File: config.mk
export PLATFORM = sky130hd
export DESIGN_NAME = bounded_priority_queue_evict
export DESIGN_NICKNAME = d
export VERILOG_FILES = /design/src/rtl/bpqe_pkg.sv /design/src/rtl/bpqe_ram.sv /design/src/rtl/bounded_priority_queue_evict.sv
export SDC_FILE = /design/constraint.sdc
export NUM_CORES = 1
export LEC_CHECK = 0
export ABC_AREA = 1
export BUFFER_PORTS_ARGS = -buffer_cell sky130_fd_sc_hd__buf_2
export CORE_MARGIN = 2
export CORE_UTILIZATION = 30
export CTS_BUF_LIST = sky130_fd_sc_hd__clkbuf_4
export DETAILED_ROUTE_END_ITERATION = 12
export GPL_ROUTABILITY_DRIVEN = 1
export GPL_TIMING_DRIVEN = 0
export REMOVE_ABC_BUFFERS = 1
export SETUP_SLACK_MARGIN = 0.4
export SLEW_MARGIN = 15
export SYNTH_ARGS = -nofsm -noshare
export SYNTH_HDL_FRONTEND = slang
export SYNTH_SLANG_ARGS = --single-unit
File: constraint.sdc
create_clock -name clock -period 10.6 [get_ports clock]
set_input_delay 2.65 -clock clock [delete_from_list [all_inputs] [get_ports clock]]
set_output_delay 2.65 -clock clock [all_outputs]
set_load 0.01 [all_outputs]
File: src/rtl/bpqe_pkg.sv
// Package with the widths and request codes of the bounded priority queue.
`default_nettype none

package bpqe_pkg;

   localparam int DATA_W = 64;
   localparam int PRIO_W = 8;
   localparam int FILL_W = 3;

   localparam logic REQ_PUSH = 1'b0;
   localparam logic REQ_POP  = 1'b1;

endpackage

`default_nettype wire

File: src/rtl/bpqe_ram.sv
// Generic single-write, single-read RAM with a registered read port.
`default_nettype none

module bpqe_ram #(
   parameter int WIDTH = 8,
   parameter int DEPTH = 4
) (
   input  wire logic                                      clock,
   input  wire logic                                      wr_en,
   input  wire logic [((DEPTH > 1) ? $clog2(DEPTH) : 1)-1:0] wr_addr,
   input  wire logic [WIDTH-1:0]                          wr_data,
   input  wire logic [((DEPTH > 1) ? $clog2(DEPTH) : 1)-1:0] rd_addr,
   output logic      [WIDTH-1:0]                          rd_data
);

   logic [WIDTH-1:0] mem_ff [DEPTH];
   logic [WIDTH-1:0] rd_data_ff;

   // A read of the address written in the same cycle returns the old word.
   always_ff @(posedge clock) begin
      if (wr_en) begin
         mem_ff[wr_addr] <= wr_data;
      end
      rd_data_ff <= mem_ff[rd_addr];
   end

   assign rd_data = rd_data_ff;

endmodule

`default_nettype wire

File: src/rtl/bounded_priority_queue_evict.sv
// Top level of the bounded priority queue with eviction of the lowest entry.
// A push spends a read and a check on each list node it visits, an extra link step when it
// links behind a stored entry, and waits in DECIDE while the free slot search lags. A pop
// of an empty queue goes straight to RESP; a stalled result holds the sequencer.
// Synchronous reset empties the queue, not the slot RAMs.
`default_nettype none

module bounded_priority_queue_evict
   import bpqe_pkg::*;
#(
   parameter int QUEUE_DEPTH  = 4,
   parameter int PAYLOAD_BITS = 64
) (
   input  wire logic              clock,
   input  wire logic              reset,

   input  wire logic              req_valid,
   output logic                   req_stall,
   input  wire logic              req_type,
   input  wire logic [PRIO_W-1:0] req_priority_req,
   input  wire logic [DATA_W-1:0] req_payload,

   output logic                   rsp_valid,
   input  wire logic              rsp_stall,
   output logic                   rsp_ok,
   output logic                   rsp_counted_new,
   output logic                   rsp_evicted,
   output logic      [DATA_W-1:0] rsp_out_payload,
   output logic      [PRIO_W-1:0] rsp_out_priority,
   output logic      [FILL_W-1:0] rsp_fill_count
);

   // Slot index width and entry count width.
   localparam int IDX_W = (QUEUE_DEPTH > 1) ? $clog2(QUEUE_DEPTH) : 1;
   localparam int CNT_W = $clog2(QUEUE_DEPTH + 1);
   localparam logic [CNT_W-1:0] FULL_COUNT = CNT_W'(QUEUE_DEPTH);

   // The sequencer. A push walks the list from the head past every entry of equal or
   // higher priority (WALK_RD / WALK_CHK), then decides between a free slot, an eviction
   // and a rejection. An eviction walks on to the tail (TAIL_RD / TAIL_CHK). LINK writes
   // the new entry and LINK_PREV patches the link of its predecessor. RESP hands the
   // finished result to the output register as soon as that register is free.
   typedef enum logic [3:0] {
      S_IDLE,
      S_WALK_RD,
      S_WALK_CHK,
      S_DECIDE,
      S_TAIL_RD,
      S_TAIL_CHK,
      S_LINK,
      S_LINK_PREV,
      S_POP,
      S_RESP
   } state_type;

   state_type state_ff;

   // List bookkeeping. Link words, priorities and payloads live in RAMs; the valid bits
   // that reset must clear live in flip-flops.
   logic [IDX_W-1:0]       head_ff;
   logic                   head_valid_ff;
   logic [QUEUE_DEPTH-1:0] next_valid_ff;
   logic [QUEUE_DEPTH-1:0] in_use_ff;
   logic [CNT_W-1:0]       count_ff;

   // The request being worked on.
   logic [PRIO_W-1:0]       req_prio_ff;
   logic [PAYLOAD_BITS-1:0] req_data_ff;

   // Walk pointers. cur_ff is the node under inspection; during the eviction walk it
   // follows the tail. before_ff is the node the new entry goes behind.
   logic [IDX_W-1:0] cur_ff;
   logic             cur_valid_ff;
   logic [IDX_W-1:0] before_ff;
   logic             before_valid_ff;
   logic [IDX_W-1:0] tail_prev_ff;
   logic             tail_prev_valid_ff;
   logic             moved_ff;
   logic             evict_ff;
   logic [IDX_W-1:0] link_next_ff;
   logic             link_next_valid_ff;

   // Free slot search, one slot per cycle from slot zero, running beside the walk.
   logic [IDX_W-1:0] scan_ff;
   logic [IDX_W-1:0] free_ff;
   logic             free_found_ff;

   // Result under construction.
   logic                    res_ok_ff;
   logic                    res_new_ff;
   logic                    res_evict_ff;
   logic [PRIO_W-1:0]       res_prio_ff;
   logic [PAYLOAD_BITS-1:0] res_data_ff;

   // Output register.
   logic              rsp_valid_ff;
   logic              rsp_ok_ff;
   logic              rsp_new_ff;
   logic              rsp_evict_ff;
   logic [DATA_W-1:0] rsp_payload_ff;
   logic [PRIO_W-1:0] rsp_prio_ff;
   logic [FILL_W-1:0] rsp_fill_ff;

   // RAM ports.
   logic [IDX_W-1:0]        node_rd_addr;
   logic [IDX_W-1:0]        slot;
   logic [PRIO_W-1:0]       prio_rd;
   logic [IDX_W-1:0]        next_rd;
   logic [PAYLOAD_BITS-1:0] data_rd;
   logic                    link_wr;
   logic                    next_wr;
   logic [IDX_W-1:0]        next_wr_addr;
   logic [IDX_W-1:0]        next_wr_data;

   logic                    queue_full;
   logic                    rsp_free;
   logic [CNT_W+FILL_W-1:0] count_ext;
   logic [PAYLOAD_BITS+DATA_W-1:0] data_ext;

   assign queue_full = (count_ff == FULL_COUNT);
   assign rsp_free   = !rsp_valid_ff || !rsp_stall;
   assign count_ext  = {{FILL_W{1'b0}}, count_ff};
   assign data_ext   = {{DATA_W{1'b0}}, res_data_ff};

   // The new entry takes the tail's slot on an eviction and the free slot otherwise.
   assign slot = evict_ff ? cur_ff : free_ff;

   // While idle the node RAMs read at the head, so a pop has its data in the cycle after
   // the transfer. Otherwise they read at the walk pointer.
   assign node_rd_addr = (state_ff == S_IDLE) ? head_ff : cur_ff;

   // The link RAM is written twice for a push behind an existing entry: first the link of
   // the new entry, then the link of its predecessor.
   assign link_wr      = (state_ff == S_LINK);
   assign next_wr      = link_wr || (state_ff == S_LINK_PREV);
   assign next_wr_addr = link_wr ? slot : before_ff;
   assign next_wr_data = link_wr ? link_next_ff : slot;

   bpqe_ram #(
      .WIDTH (PRIO_W),
      .DEPTH (QUEUE_DEPTH)
   ) u_prio_ram (
      .clock   (clock),
      .wr_en   (link_wr),
      .wr_addr (slot),
      .wr_data (req_prio_ff),
      .rd_addr (node_rd_addr),
      .rd_data (prio_rd)
   );

   bpqe_ram #(
      .WIDTH (IDX_W),
      .DEPTH (QUEUE_DEPTH)
   ) u_next_ram (
      .clock   (clock),
      .wr_en   (next_wr),
      .wr_addr (next_wr_addr),
      .wr_data (next_wr_data),
      .rd_addr (node_rd_addr),
      .rd_data (next_rd)
   );

   bpqe_ram #(
      .WIDTH (PAYLOAD_BITS),
      .DEPTH (QUEUE_DEPTH)
   ) u_data_ram (
      .clock   (clock),
      .wr_en   (link_wr),
      .wr_addr (slot),
      .wr_data (req_data_ff),
      .rd_addr (head_ff),
      .rd_data (data_rd)
   );

   always_ff @(posedge clock) begin
      if (reset) begin
         state_ff      <= S_IDLE;
         head_ff       <= '0;
         head_valid_ff <= 1'b0;
         next_valid_ff <= '0;
         in_use_ff     <= '0;
         count_ff      <= '0;
         rsp_valid_ff  <= 1'b0;
      end else begin
         // The output register empties when its transfer completes, unless a new result
         // moves in at the same edge.
         if (rsp_valid_ff && !rsp_stall && state_ff != S_RESP) begin
            rsp_valid_ff <= 1'b0;
         end

         // The free slot search. While the queue is not full some slot at or above the
         // scan position is free, so the scan never runs past the last slot.
         if (state_ff != S_IDLE && !free_found_ff && !queue_full) begin
            if (!in_use_ff[scan_ff]) begin
               free_ff       <= scan_ff;
               free_found_ff <= 1'b1;
            end else begin
               scan_ff <= scan_ff + 1'b1;
            end
         end

         case (state_ff)
            S_IDLE: begin
               if (req_valid) begin
                  res_ok_ff     <= 1'b0;
                  res_new_ff    <= 1'b0;
                  res_evict_ff  <= 1'b0;
                  res_prio_ff   <= '0;
                  res_data_ff   <= '0;
                  req_prio_ff   <= req_priority_req;
                  req_data_ff   <= req_payload[PAYLOAD_BITS-1:0];
                  scan_ff       <= '0;
                  free_found_ff <= 1'b0;
                  case (req_type)
                     REQ_PUSH: begin
                        cur_ff          <= head_ff;
                        cur_valid_ff    <= head_valid_ff;
                        before_valid_ff <= 1'b0;
                        state_ff        <= S_WALK_RD;
                     end
                     REQ_POP: begin
                        // A pop of an empty queue answers at once with ok clear.
                        state_ff <= head_valid_ff ? S_POP : S_RESP;
                     end
                     default: begin
                        state_ff <= S_RESP;
                     end
                  endcase
               end
            end

            S_WALK_RD: begin
               state_ff <= cur_valid_ff ? S_WALK_CHK : S_DECIDE;
            end

            S_WALK_CHK: begin
               // Equal priorities keep arrival order, so the walk passes them too.
               if (prio_rd >= req_prio_ff) begin
                  before_ff       <= cur_ff;
                  before_valid_ff <= 1'b1;
                  cur_ff          <= next_rd;
                  cur_valid_ff    <= next_valid_ff[cur_ff];
                  state_ff        <= S_WALK_RD;
               end else begin
                  state_ff <= S_DECIDE;
               end
            end

            S_DECIDE: begin
               // The node where the walk stopped follows the new entry.
               link_next_ff       <= cur_ff;
               link_next_valid_ff <= cur_valid_ff;
               if (free_found_ff) begin
                  evict_ff <= 1'b0;
                  state_ff <= S_LINK;
               end else if (!queue_full) begin
                  state_ff <= S_DECIDE;
               end else if (cur_valid_ff) begin
                  // Full, but a stored entry has a lower priority: the tail goes.
                  evict_ff           <= 1'b1;
                  tail_prev_ff       <= before_ff;
                  tail_prev_valid_ff <= before_valid_ff;
                  moved_ff           <= 1'b0;
                  state_ff           <= S_TAIL_RD;
               end else begin
                  // Full and nothing lower: the push is rejected, the queue is unchanged.
                  state_ff <= S_RESP;
               end
            end

            S_TAIL_RD: begin
               state_ff <= next_valid_ff[cur_ff] ? S_TAIL_CHK : S_LINK;
            end

            S_TAIL_CHK: begin
               tail_prev_ff       <= cur_ff;
               tail_prev_valid_ff <= 1'b1;
               cur_ff             <= next_rd;
               moved_ff           <= 1'b1;
               state_ff           <= S_TAIL_RD;
            end

            S_LINK: begin
               // Unlink the evicted tail first; a relink below may set the bit again.
               // When the tail was the head, the new entry becomes the head anyway.
               if (evict_ff && tail_prev_valid_ff) begin
                  next_valid_ff[tail_prev_ff] <= 1'b0;
               end
               // When the tail sat right behind the insertion point, the new entry
               // becomes the tail itself.
               next_valid_ff[slot] <= link_next_valid_ff && !(evict_ff && !moved_ff);
               in_use_ff[slot]     <= 1'b1;
               if (!evict_ff) begin
                  count_ff <= count_ff + 1'b1;
               end
               res_ok_ff    <= 1'b1;
               res_new_ff   <= !evict_ff;
               res_evict_ff <= evict_ff;
               if (before_valid_ff) begin
                  state_ff <= S_LINK_PREV;
               end else begin
                  head_ff       <= slot;
                  head_valid_ff <= 1'b1;
                  state_ff      <= S_RESP;
               end
            end

            S_LINK_PREV: begin
               next_valid_ff[before_ff] <= 1'b1;
               state_ff                 <= S_RESP;
            end

            S_POP: begin
               res_ok_ff          <= 1'b1;
               res_prio_ff        <= prio_rd;
               res_data_ff        <= data_rd;
               in_use_ff[head_ff] <= 1'b0;
               count_ff           <= count_ff - 1'b1;
               if (next_valid_ff[head_ff]) begin
                  head_ff <= next_rd;
               end else begin
                  head_valid_ff <= 1'b0;
               end
               state_ff <= S_RESP;
            end

            S_RESP: begin
               if (rsp_free) begin
                  rsp_valid_ff   <= 1'b1;
                  rsp_ok_ff      <= res_ok_ff;
                  rsp_new_ff     <= res_new_ff;
                  rsp_evict_ff   <= res_evict_ff;
                  rsp_payload_ff <= data_ext[DATA_W-1:0];
                  rsp_prio_ff    <= res_prio_ff;
                  rsp_fill_ff    <= count_ext[FILL_W-1:0];
                  state_ff       <= S_IDLE;
               end
            end

            default: begin
               state_ff <= S_IDLE;
            end
         endcase
      end
   end

   // A new request is taken only while the sequencer is idle; a result still waiting in
   // the output register does not hold it up.
   assign req_stall = (state_ff != S_IDLE);

   assign rsp_valid        = rsp_valid_ff;
   assign rsp_ok           = rsp_ok_ff;
   assign rsp_counted_new  = rsp_new_ff;
   assign rsp_evicted      = rsp_evict_ff;
   assign rsp_out_payload  = rsp_payload_ff;
   assign rsp_out_priority = rsp_prio_ff;
   assign rsp_fill_count   = rsp_fill_ff;

endmodule

`default_nettype wire

* Yosys cells after proc, flatten, opt, wreduce, memory -nomap -nowiden
Memories as Yosys holds them, arrays and structs flattened. A register that Yosys moved wholly into a read port is not among the register bits.
Cells that the tools add are included.
** Cells by class
- Add/subtract/negate cells :: 3
- $lt $le $gt $ge :: 11
- Equality and inequality tests :: 22
- Multiplexer cells :: 93
- Bitwise gates (word level) :: 9
- Reduce and logical (&&, ||, !) cells :: 50
** Operators by type and width (number)
- case mux 64 bit (2 select lines) :: 1
- 2-to-1 mux 64 bit :: 1
- 2-to-1 mux 1 bit :: 37
- 2-to-1 mux 2 bit :: 18
- 2-to-1 mux 4 bit :: 9
- case mux 4 bit (9 select lines) :: 1
- AND reduction 3 bit :: 9
- case mux 4 bit (2 select lines) :: 3
- inequality test 2 bit (second input constant) :: 11
- less-than comparator 2 x 3 -> 1 bit (second input constant) :: 6
- nonzero test 2 bit :: 9
- == test 4 x 3 -> 1 bit (second input constant) :: 4
- case mux 1 bit (2 select lines) :: 8
- case mux 8 bit (2 select lines) :: 1
- AND reduction 5 bit :: 3
- logical AND 1 bit :: 11
- AND 4 bit :: 2
- demux 1 bit (select 2 bit) :: 4
- == test 4 x 2 -> 1 bit (second input constant) :: 2
- == test 4 bit (second input constant) :: 2
- greater-or-equal comparator 2 x 1 -> 1 bit (second input constant) :: 4
- greater-or-equal comparator 8 bit :: 1
- 2-to-1 mux 8 bit :: 1
- NOT 4 bit :: 2
- other kinds (22) :: 38
** Storage, ports and cells
- Flip-flop bits (word level) :: 263
- RAM bits :: 296
- Word-level logic and storage cells :: 224
- Memories kept :: 3
** Memory list
- u_data_ram.mem_ff :: depth 4, width 64, read ports 1, clocked after Yosys merged registers in 1, wr ports 1, line bpqe_ram.sv:16 : logic [WIDTH-1:0] mem_ff [DEPTH];
- u_prio_ram.mem_ff :: depth 4, width 8, read ports 1, clocked after Yosys merged registers in 1, wr ports 1, line bpqe_ram.sv:16
- u_next_ram.mem_ff :: depth 4, width 2, read ports 1, clocked after Yosys merged registers in 1, wr ports 1, line bpqe_ram.sv:16

* Logic depth before layout (Yosys ltp)
Gate-level depths: netlist of run 1.
- Depth after elaboration :: 11
- Mapped depth :: 11
- Mapped depth without buffers :: 10

* Cells and area by module
Synthesis of run 1 repeated with hierarchy kept, for this count alone.
** Unflattened totals
- Cell total of the unflattened synthesis :: 1981
- Area total of the unflattened synthesis :: 23750.3 µm²
** Modules (own cells, without submodules)
- bpqe_ram at u_data_ram :: instances 1, cells each 1074, area each 12042.8 µm², sequential area each 8968.6 µm²
- bounded_priority_queue_evict :: instances 1, cells each 725, area each 9753.1 µm², sequential area each 7707.4 µm²
- bpqe_ram at u_prio_ram :: instances 1, cells each 141, area each 1547.7 µm², sequential area each 1121.1 µm²
- bpqe_ram at u_next_ram :: instances 1, cells each 41, area each 406.6 µm², sequential area each 280.3 µm²

* Worst setup path after synthesis of run 1
No wires, ideal clock.
- Path type :: input port to flip-flop
- Start :: in reset
- End :: reg rsp_new_ff (netlist: rsp_counted_new), enable pin
- Library setup time :: 0.610 ns
- Arrival time :: 8.170 ns
- Data required time :: 9.990 ns
- Slack :: 1.820 ns
- Cell stages on the path :: 2
- Buffers on the path :: 1
- Cells stage by stage :: clkbuf_1 nor3_1
** On the way
- Cells in the longest elaborated chain, start to end :: 2
** Ends and longest elaborated chain
- from (decl) :: line bounded_priority_queue_evict.sv:15 : input wire logic reset,
- NOT 1 bit (no line)
- AND reduction 3 bit (no line)
- to (signal assigned) :: line bounded_priority_queue_evict.sv:331 : rsp_new_ff <= res_new_ff;
- to (decl) :: line bounded_priority_queue_evict.sv:98 : logic rsp_new_ff;
No other way between the ends.
A chain may end at the register's enable or synchronous reset.

* Worst setup path in the final report of run 1
- Start :: reg state_ff[1]
- End :: out req_stall
** On the way
- Cells in the longest elaborated chain, start to end :: 1
** Ends and longest elaborated chain
- from (decl) :: line bounded_priority_queue_evict.sv:56 : state_type state_ff;
- from (signal assigned) :: line bounded_priority_queue_evict.sv:223 : state_ff <= head_valid_ff ? S_POP : S_RESP;
- from (signal assigned) :: line bounded_priority_queue_evict.sv:233 : state_ff <= cur_valid_ff ? S_WALK_CHK : S_DECIDE;
- from (signal assigned) :: line bounded_priority_queue_evict.sv:272 : state_ff <= next_valid_ff[cur_ff] ? S_TAIL_CHK : S_LINK;
- nonzero test 4 bit :: line bounded_priority_queue_evict.sv:349 : assign req_stall = (state_ff != S_IDLE);
- to (decl) :: line bounded_priority_queue_evict.sv:18 : output logic req_stall,
No other way between the ends.

==> results of run 1 <==
## area by class of cell
class | count | area (sq um) | share of cell area, %
well taps | 950 | 1189 | 4.450
inverters | 135 | 514.2 | 1.925
diodes | 2 | 5.005 | 0.01874
clock inverters | 47 | 296.5 | 1.110
multi-input cells | 617 | 3109 | 11.64
repair buffers | 210 | 1567 | 5.865
clock buffers | 260 | 1952 | 7.308
flip-flops and latches | 633 | 18080 | 67.68
## sequential cells by signal, summed over array words and instances (netlist names), 3 cells and up
name                count
rsp_fill_count          3
res_data_ff            64
u_prio_ram.rd_data      8
rsp_out_priority        8
in_use_ff               4
u_next_ram.mem_ff       8
req_prio_ff             8
req_data_ff            64
u_data_ram.rd_data     64
state_ff                4
rsp_out_payload        64
u_data_ram.mem_ff     256
res_prio_ff             8
next_valid_ff           4
u_prio_ram.mem_ff      32
count_ff                3
## worst paths after layout
| check | cells after the start | endpoint | slack, ns |
|---|---|---|---|
| setup / recovery | 3 | req_stall | 5.94 |
| hold / removal | 0 | rsp_out_payload[32] | 0.40 |
| setup reg to reg | 13 | res_data_ff[10] | 7.48 |
| hold reg to reg | 0 | rsp_out_payload[32] | 0.40 |
## synthesized netlist by cell type, drive strengths merged
library cell	instances
nor2	153
a22oi	94
nor3	11
a21oi	34
dfxtp	93
o211ai	1
and2	1
nand4	4
clkbuf	14
nand3	50
or2	1
o22ai	10
inv	135
o21ai	58
ha	8
nand2	190
edfxtp	540
buf	31
fa	1
a211oi	1
## routing by layer
| layer | vias up | wire (um) |
|---|---|---|
| met5 | - | 0 |
| met2 | 357 | 23640 |
| met3 | 81 | 3077 |
| met4 | 0 | 1079 |
| met1 | 6216 | 21620 |
| li1 | 5925 | - |
## report_power, final
group / switching, W / internal, W
sequential: 0.000112 / 0.00303
clock: 0.000995 / 0.00119
combinational: 0.000449 / 0.000189
## logic make-up after synthesis
group                    synth area share (%)
adder cells (fa/ha/maj)                0.5502
flip-flops                              82.81
AND/OR/NAND/NOR                         7.628
buffers and inverters                   3.250
AO/OA/AOI/OAI                           5.766
## stage by stage
stage	utilization [%]	setup slack, ns	total power [W]	instances	instance area, sq um
final	37.24	5.941	0.005968	2854	26710
after global routing	37.24	5.765	0.006302	2854	26710
after CTS	37.23	5.785	0.006089	2852	26700
after detailed placement	34.09	5.031	0.003845	2545	24460
after global placement	32.90	-3.272	0.003827	2491	23600
after floorplan	-	1.919	0.003543	1385	21630
## worst reg2reg max path: stages (launching register included)
cell,delay [ns]
dfxtp_1,0.46
nor2_2,0.11
nand2_2,0.25
inv_1,0.10
nand2_1,0.09
nand2_1,0.15
nor3_2,0.25
buf_4,0.25
buf_4,0.23
buf_6,0.17
buf_4,0.21
buf_4,0.22
buf_6,0.16
buf_6,0.16
==> flow_summary_export.csv, run 1 <==
group,metric,value,unit
timing,hold_viol,0,
timing,tns,0,ns
cts,numCtsBuffers,169,
finish,syn_to_final_growth,22.35,%
route,detailedRoute.firstPassIterationCount,5,
power_and_ir_drop,power_density,223.4,mW/mm^2
timing,rsz0062_at_grt,"false",
global_routing,grt_use_met2,21.19,%
route,drc,0,
cts,cts_resized,0,
route,wl_per_cell,17.32,um
timing,setup_viol,0,
cts,cts-root-buf,"clkbuf_4",
route,wl,49420,um
hold_path,hp-class,"flip-flop to flip-flop",
route,routed_via_density,4.407,
critical_path,path_max_fanout,10,
finish,nNetsFinal,1852,
timing,min_period,4.659,ns
timing,fin_crit_sh,43.96,%
global_routing,top_usage_layer,"met2",
critical_path,r2r-start,"state_ff[1]",
cts,cts_setup_buffers,0,
critical_path,cp_top_family,"simple AND/OR/NAND/NOR gates",
global_routing,grt_pass1_vias,12950,
timing,tightest_slew,0.8433,ns
synthesis,synth.cell_area,0.02183,sq mm
global_routing,grt_pass1_wl,74060,um
floorplanning,die-area,0.07494,sq mm
critical_path,start_kind,"flip-flop",
critical_path,end_kind,"output pin",
cts,ctsHoldBuffers,0,
hold_path,hold_start,"res_data_ff[32]",
timing,clock.fmax,214.6,MHz
global_routing,antenna_found_initial,1,
critical_path,crit_type,"flip-flop to output pin",
flow_run,cap_violations,0,
synthesis,synth_warnings,0,
power_and_ir_drop,vdd_drop_max,0.1440,mV
placed_design,place_congestion,0.8054,
finish,layout-drive-gt1-share,26.92,%
global_routing,grt_use_met3,4.456,%
synthesis,ys_seq_area_share,82.81,%
synthesis,synth_area_leader_cell,"edfxtp_1",
critical_path,critPathMaxStageDelay,0.38,ns
placed_design,dp_hpwl,31870,um
floorplanning,chipWidth,273.8,um
cts,path_clk_slew,0.06,ns
synthesis,synthCells,1430,
critical_path,crit_start,"state_ff[1]",
cts,htreeDepth,4,
cts,clk_latency,0.98,ns
global_routing,grtUsageTotal,13.31,%
synthesis,avgSynthCellArea,15.27,sq um
route,drt_iter0_drc,887,
route,vias,12580,
cts,cts_buffer_depth,3,
synthesis,synth_cell_types,30,
global_routing,grt.overflow.total,0,
synthesis,ys_top_cells_by_area,"edfxtp_1, dfxtp_1, a22oi_1",
critical_path,worst_ep_required_time,7.95,ns
floorplanning,io_pins,157,
timing,drv_slew,0,
floorplanning,die_y,273.8,um
critical_path,crit_buf_inv,1,
power_and_ir_drop,leakagePower,9.917,nW
floorplanning,start_util,30.43,%
global_routing,grt_max_degree,50,
finish,fill_cells,6800,
placed_design,port_buffers,156,
floorplanning,core,0.07173,sq mm
route,ant_nets,0,
run_status,status,"complete, no violations",
timing,slew_headroom,43.40,%
critical_path,crit_slowest_cell,"dfxtp_1",
synthesis,synth_top_area_share,74.28,%
cts,cts.sinks,633,
critical_path,cp_cell_sequence,"nor2_2, nand2_2, buf_2",
critical_path,worstPathArrival,2.01,ns
finish,final_common_cell,"edfxtp_1",
global_routing,grt_util_met1,16.59,%
timing,fin_skew,0.06880,ns
synthesis,ys_seq_elements,633,
floorplanning,rows,98,
cts,cts_tree,"done",
finish,layout_common_cells,"edfxtp_1, clkbuf_4, nand2_1, buf_2, nor2_1",
timing,hold_ws,0.4015,ns
No activity file was read; power rests on OpenSTA's default activity.
==> inputs of run 2 (changes only) <==
--- a/config.mk
+++ b/config.mk
@@ -5,7 +5,7 @@
 export SDC_FILE = /design/constraint.sdc
 export NUM_CORES = 1
 export LEC_CHECK = 0
-export ABC_AREA = 1
+export ABC_AREA = 0
 export BUFFER_PORTS_ARGS = -buffer_cell sky130_fd_sc_hd__buf_2
 export CORE_MARGIN = 2
 export CORE_UTILIZATION = 30
==> constraint.sdc (replaced) <==
create_clock -name clock -period 4.1 [get_ports clock]
set_input_delay 1.025 -clock clock [delete_from_list [all_inputs] [get_ports clock]]
set_output_delay 1.025 -clock clock [all_outputs]
set_load 0.01 [all_outputs]
==> flow_summary_export.csv, run 2 <==
group,metric,value,unit
critical_path,path_max_fanout,16,
synthesis,yosys-top-cells-count,"edfxtp_1, dfxtp_1, and2_1",
timing,rsz0062_at_grt,"true",
route,routed_via_density,4.357,
synthesis,yosysMostFrequentCell,"edfxtp_1",
synthesis,synth_area_leader_cell,"edfxtp_1",
finish,nNetsFinal,1480,
critical_path,cp_top_family,"simple AND/OR/NAND/NOR gates",
cts,cts_resized,0,
route,vias,10810,
global_routing,grt_pass1_vias,11630,
power_and_ir_drop,leakagePower,9.260,nW
route,wl,44260,um
critical_path,r2r-start,"state_ff[1]",
floorplanning,die_y,273.9,um
timing,fin_skew,0.05766,ns
synthesis,synth.cell_area,0.02186,sq mm
route,wl_per_cell,17.84,um
floorplanning,io_pins,157,
cts,clk_latency,0.94,ns
hold_path,whs_endpoint,"req_data_ff[42]",
critical_path,r2r_end,"u_data_ram.mem_ff[1][35]",
synthesis,synth_warnings,0,
synthesis,ys_seq_elements,633,
timing,setup_ws,0.5622,ns
critical_path,crit_buf_inv,6,
route,detailedRoute.firstPassIterationCount,5,
route,drc,0,
finish,stdcell_area,0.02670,sq mm
cts,ctsHoldBuffers,0,
critical_path,end_kind,"flip-flop",
finish,layout-drive-gt1-share,37.65,%
cts,cts.sinks,633,
finish,final_util,37.16,%
cts,htreeDepth,4,
cts,cts_buffer_depth,3,
hold_path,hp-class,"input port to flip-flop",
critical_path,rr_worst_depth,8,
timing,slew_headroom,24.89,%
flow_run,cap_violations,0,
synthesis,synth_edf_count,540,
critical_path,crit_type,"flip-flop to flip-flop",
synthesis,ys_seq_area_share,82.70,%
critical_path,critPathMaxStageDelay,0.73,ns
timing,fin_crit_sh,86.29,%
critical_path,worst_ep_required_time,4.74,ns
critical_path,crit_slowest_cell,"dfxtp_1",
timing,tightest_slew,1.095,ns
route,top_layer,"met5",
route,ant_nets,0,
route,drt-met1-wl,17930,um
timing,setup_viol,0,
placed_design,pre_cts_ws,0.5618,ns
run_status,status,"complete, no violations",
global_routing,grt_max_degree,48,
finish,largest_register,"u_data_ram.mem_ff",
finish,syn_to_final_growth,22.14,%
cts,cts_tree,"done",
synthesis,synth_top_area_share,74.18,%
cts,cts_setup_buffers,0,
global_routing,grtUsageTotal,12.07,%
timing,min_period,3.538,ns
synthesis,ys_top_cells_by_area,"edfxtp_1, dfxtp_1, mux4_2",
synthesis,synth_cell_types,56,
synthesis,avgSynthCellArea,20.76,sq um
critical_path,start_kind,"flip-flop",
critical_path,cp_cell_sequence,"nand4bb_1, nor3_2, buf_6, buf_6, buf_4, buf_6, buf_4, buf_4",
critical_path,crit_start,"state_ff[1]",
timing,hold_viol,0,
power_and_ir_drop,power,0.01438,W
hold_path,hold_start,"req_payload[42]",
cts,numCtsBuffers,168,
floorplanning,die-area,0.07504,sq mm
power_and_ir_drop,vdd_drop_max,0.2997,mV
timing,clock.fmax,282.7,MHz
cts,cts-root-buf,"clkbuf_4",
cts,path_clk_slew,0.07,ns
timing,hold_ws,0.2521,ns
route,drt_iter0_drc,553,
power_and_ir_drop,power_density,538.7,mW/mm^2
placed_design,port_buffers,156,
placed_design,dp_hpwl,28030,um
route,wl_met2,22120,um
placed_design,place_area,0.02441,sq mm
finish,final_common_cell,"edfxtp_1",
finish,layout_common_cells,"edfxtp_1, clkbuf_4, buf_2, dfxtp_1, and2_1",
floorplanning,rows,98,
synthesis,ys_async_sr_fraction,0,%
hold_path,hold_depth,1,
floorplanning,start_util,30.42,%
finish,largest_register_ffs,256,
critical_path,worstPathArrival,4.17,ns
timing,drv_slew,0,
synthesis,synth_ff_type,"edfxtp_1",
synthesis,synthCells,1053,
floorplanning,chipWidth,273.9,um
global_routing,antenna_found_initial,6,
global_routing,grt_pass1_wl,67270,um
placed_design,place_congestion,0.8263,
route,wl_met3,2855,um
critical_path,reg2reg_setup_slack,0.56,ns
global_routing,grt.overflow.total,0,
floorplanning,core,0.07185,sq mm
-- run 2: changes by cell type in the layout (fill, tap and decap cells not counted), sizes merged, moves of 6 or more --
cell	before	now
a22oi	94	0
and2	1	71
inv	139	27
mux2i	0	6
mux4	0	77
nand2	190	23
nand3	50	9
nor2	153	33
o21ai	58	14
o22ai	10	1
-- run 2: metal layers --
metal  vias to the layer above  GRT usage (%)
met1                      5387          13.98
met5                         -              0
li1                       4960              -
met3                       115          4.405
met2                       338          19.79
met4                        10          5.950
-- run 2: power by group --
group / switching [W] / internal, W
clock: 0.00256 / 0.00317
sequential: 0.000227 / 0.00744
combinational: 0.000591 / 0.000397
total: 0.00338 / 0.0110
-- run 2: worst register-to-register path, cell delays in order (launching register included) --
cell and delay, ns:
dfxtp_1 0.73, nand4bb_1 0.67, nor3_2 0.67, buf_6 0.24, buf_6 0.15, buf_4 0.20
buf_6 0.16, buf_4 0.21, buf_4 0.22
-- run 2: cell families after synthesis --
group | share of synthesized area (%)
flops | 82.70
buf+inv | 1.173
mux | 8.660
fa+ha+maj | 0.5495
simple gates | 4.568
xor+xnor | 0.08015
compound gates | 2.272
-- run 2: metrics by stage --
step / instances / setup TNS, ns
after floorplan: 1015 / -791.57
after global placement: 2121 / -3430.69
after detailed placement: 2174 / 0
after CTS: 2480 / 0
final: 2481 / 0
after global routing: 2481 / 0
-- run 2: cell type report --
cell class | count | area (sq um)
tap | 950 | 1189
inverter | 25 | 98.84
clock buffer | 255 | 1914
sequential | 633 | 18080
timing repair buffer | 209 | 1463
multi-input combinational | 357 | 3576
fill | 6746 | 45150
clock inverter | 51 | 371.6
antenna | 1 | 2.502
-- run 2: worst max path at each step --
stage,endpoint,slack (ns),cells after the start
after floorplan,u_data_ram.mem_ff[1][0],-2.60,2
after global placement,u_data_ram.mem_ff[1][24],-8.57,2
after detailed placement,u_data_ram.mem_ff[1][42],0.56,8
after CTS,req_stall,0.56,3
after global routing,u_data_ram.mem_ff[1][35],0.40,8
final,u_data_ram.mem_ff[1][35],0.56,8
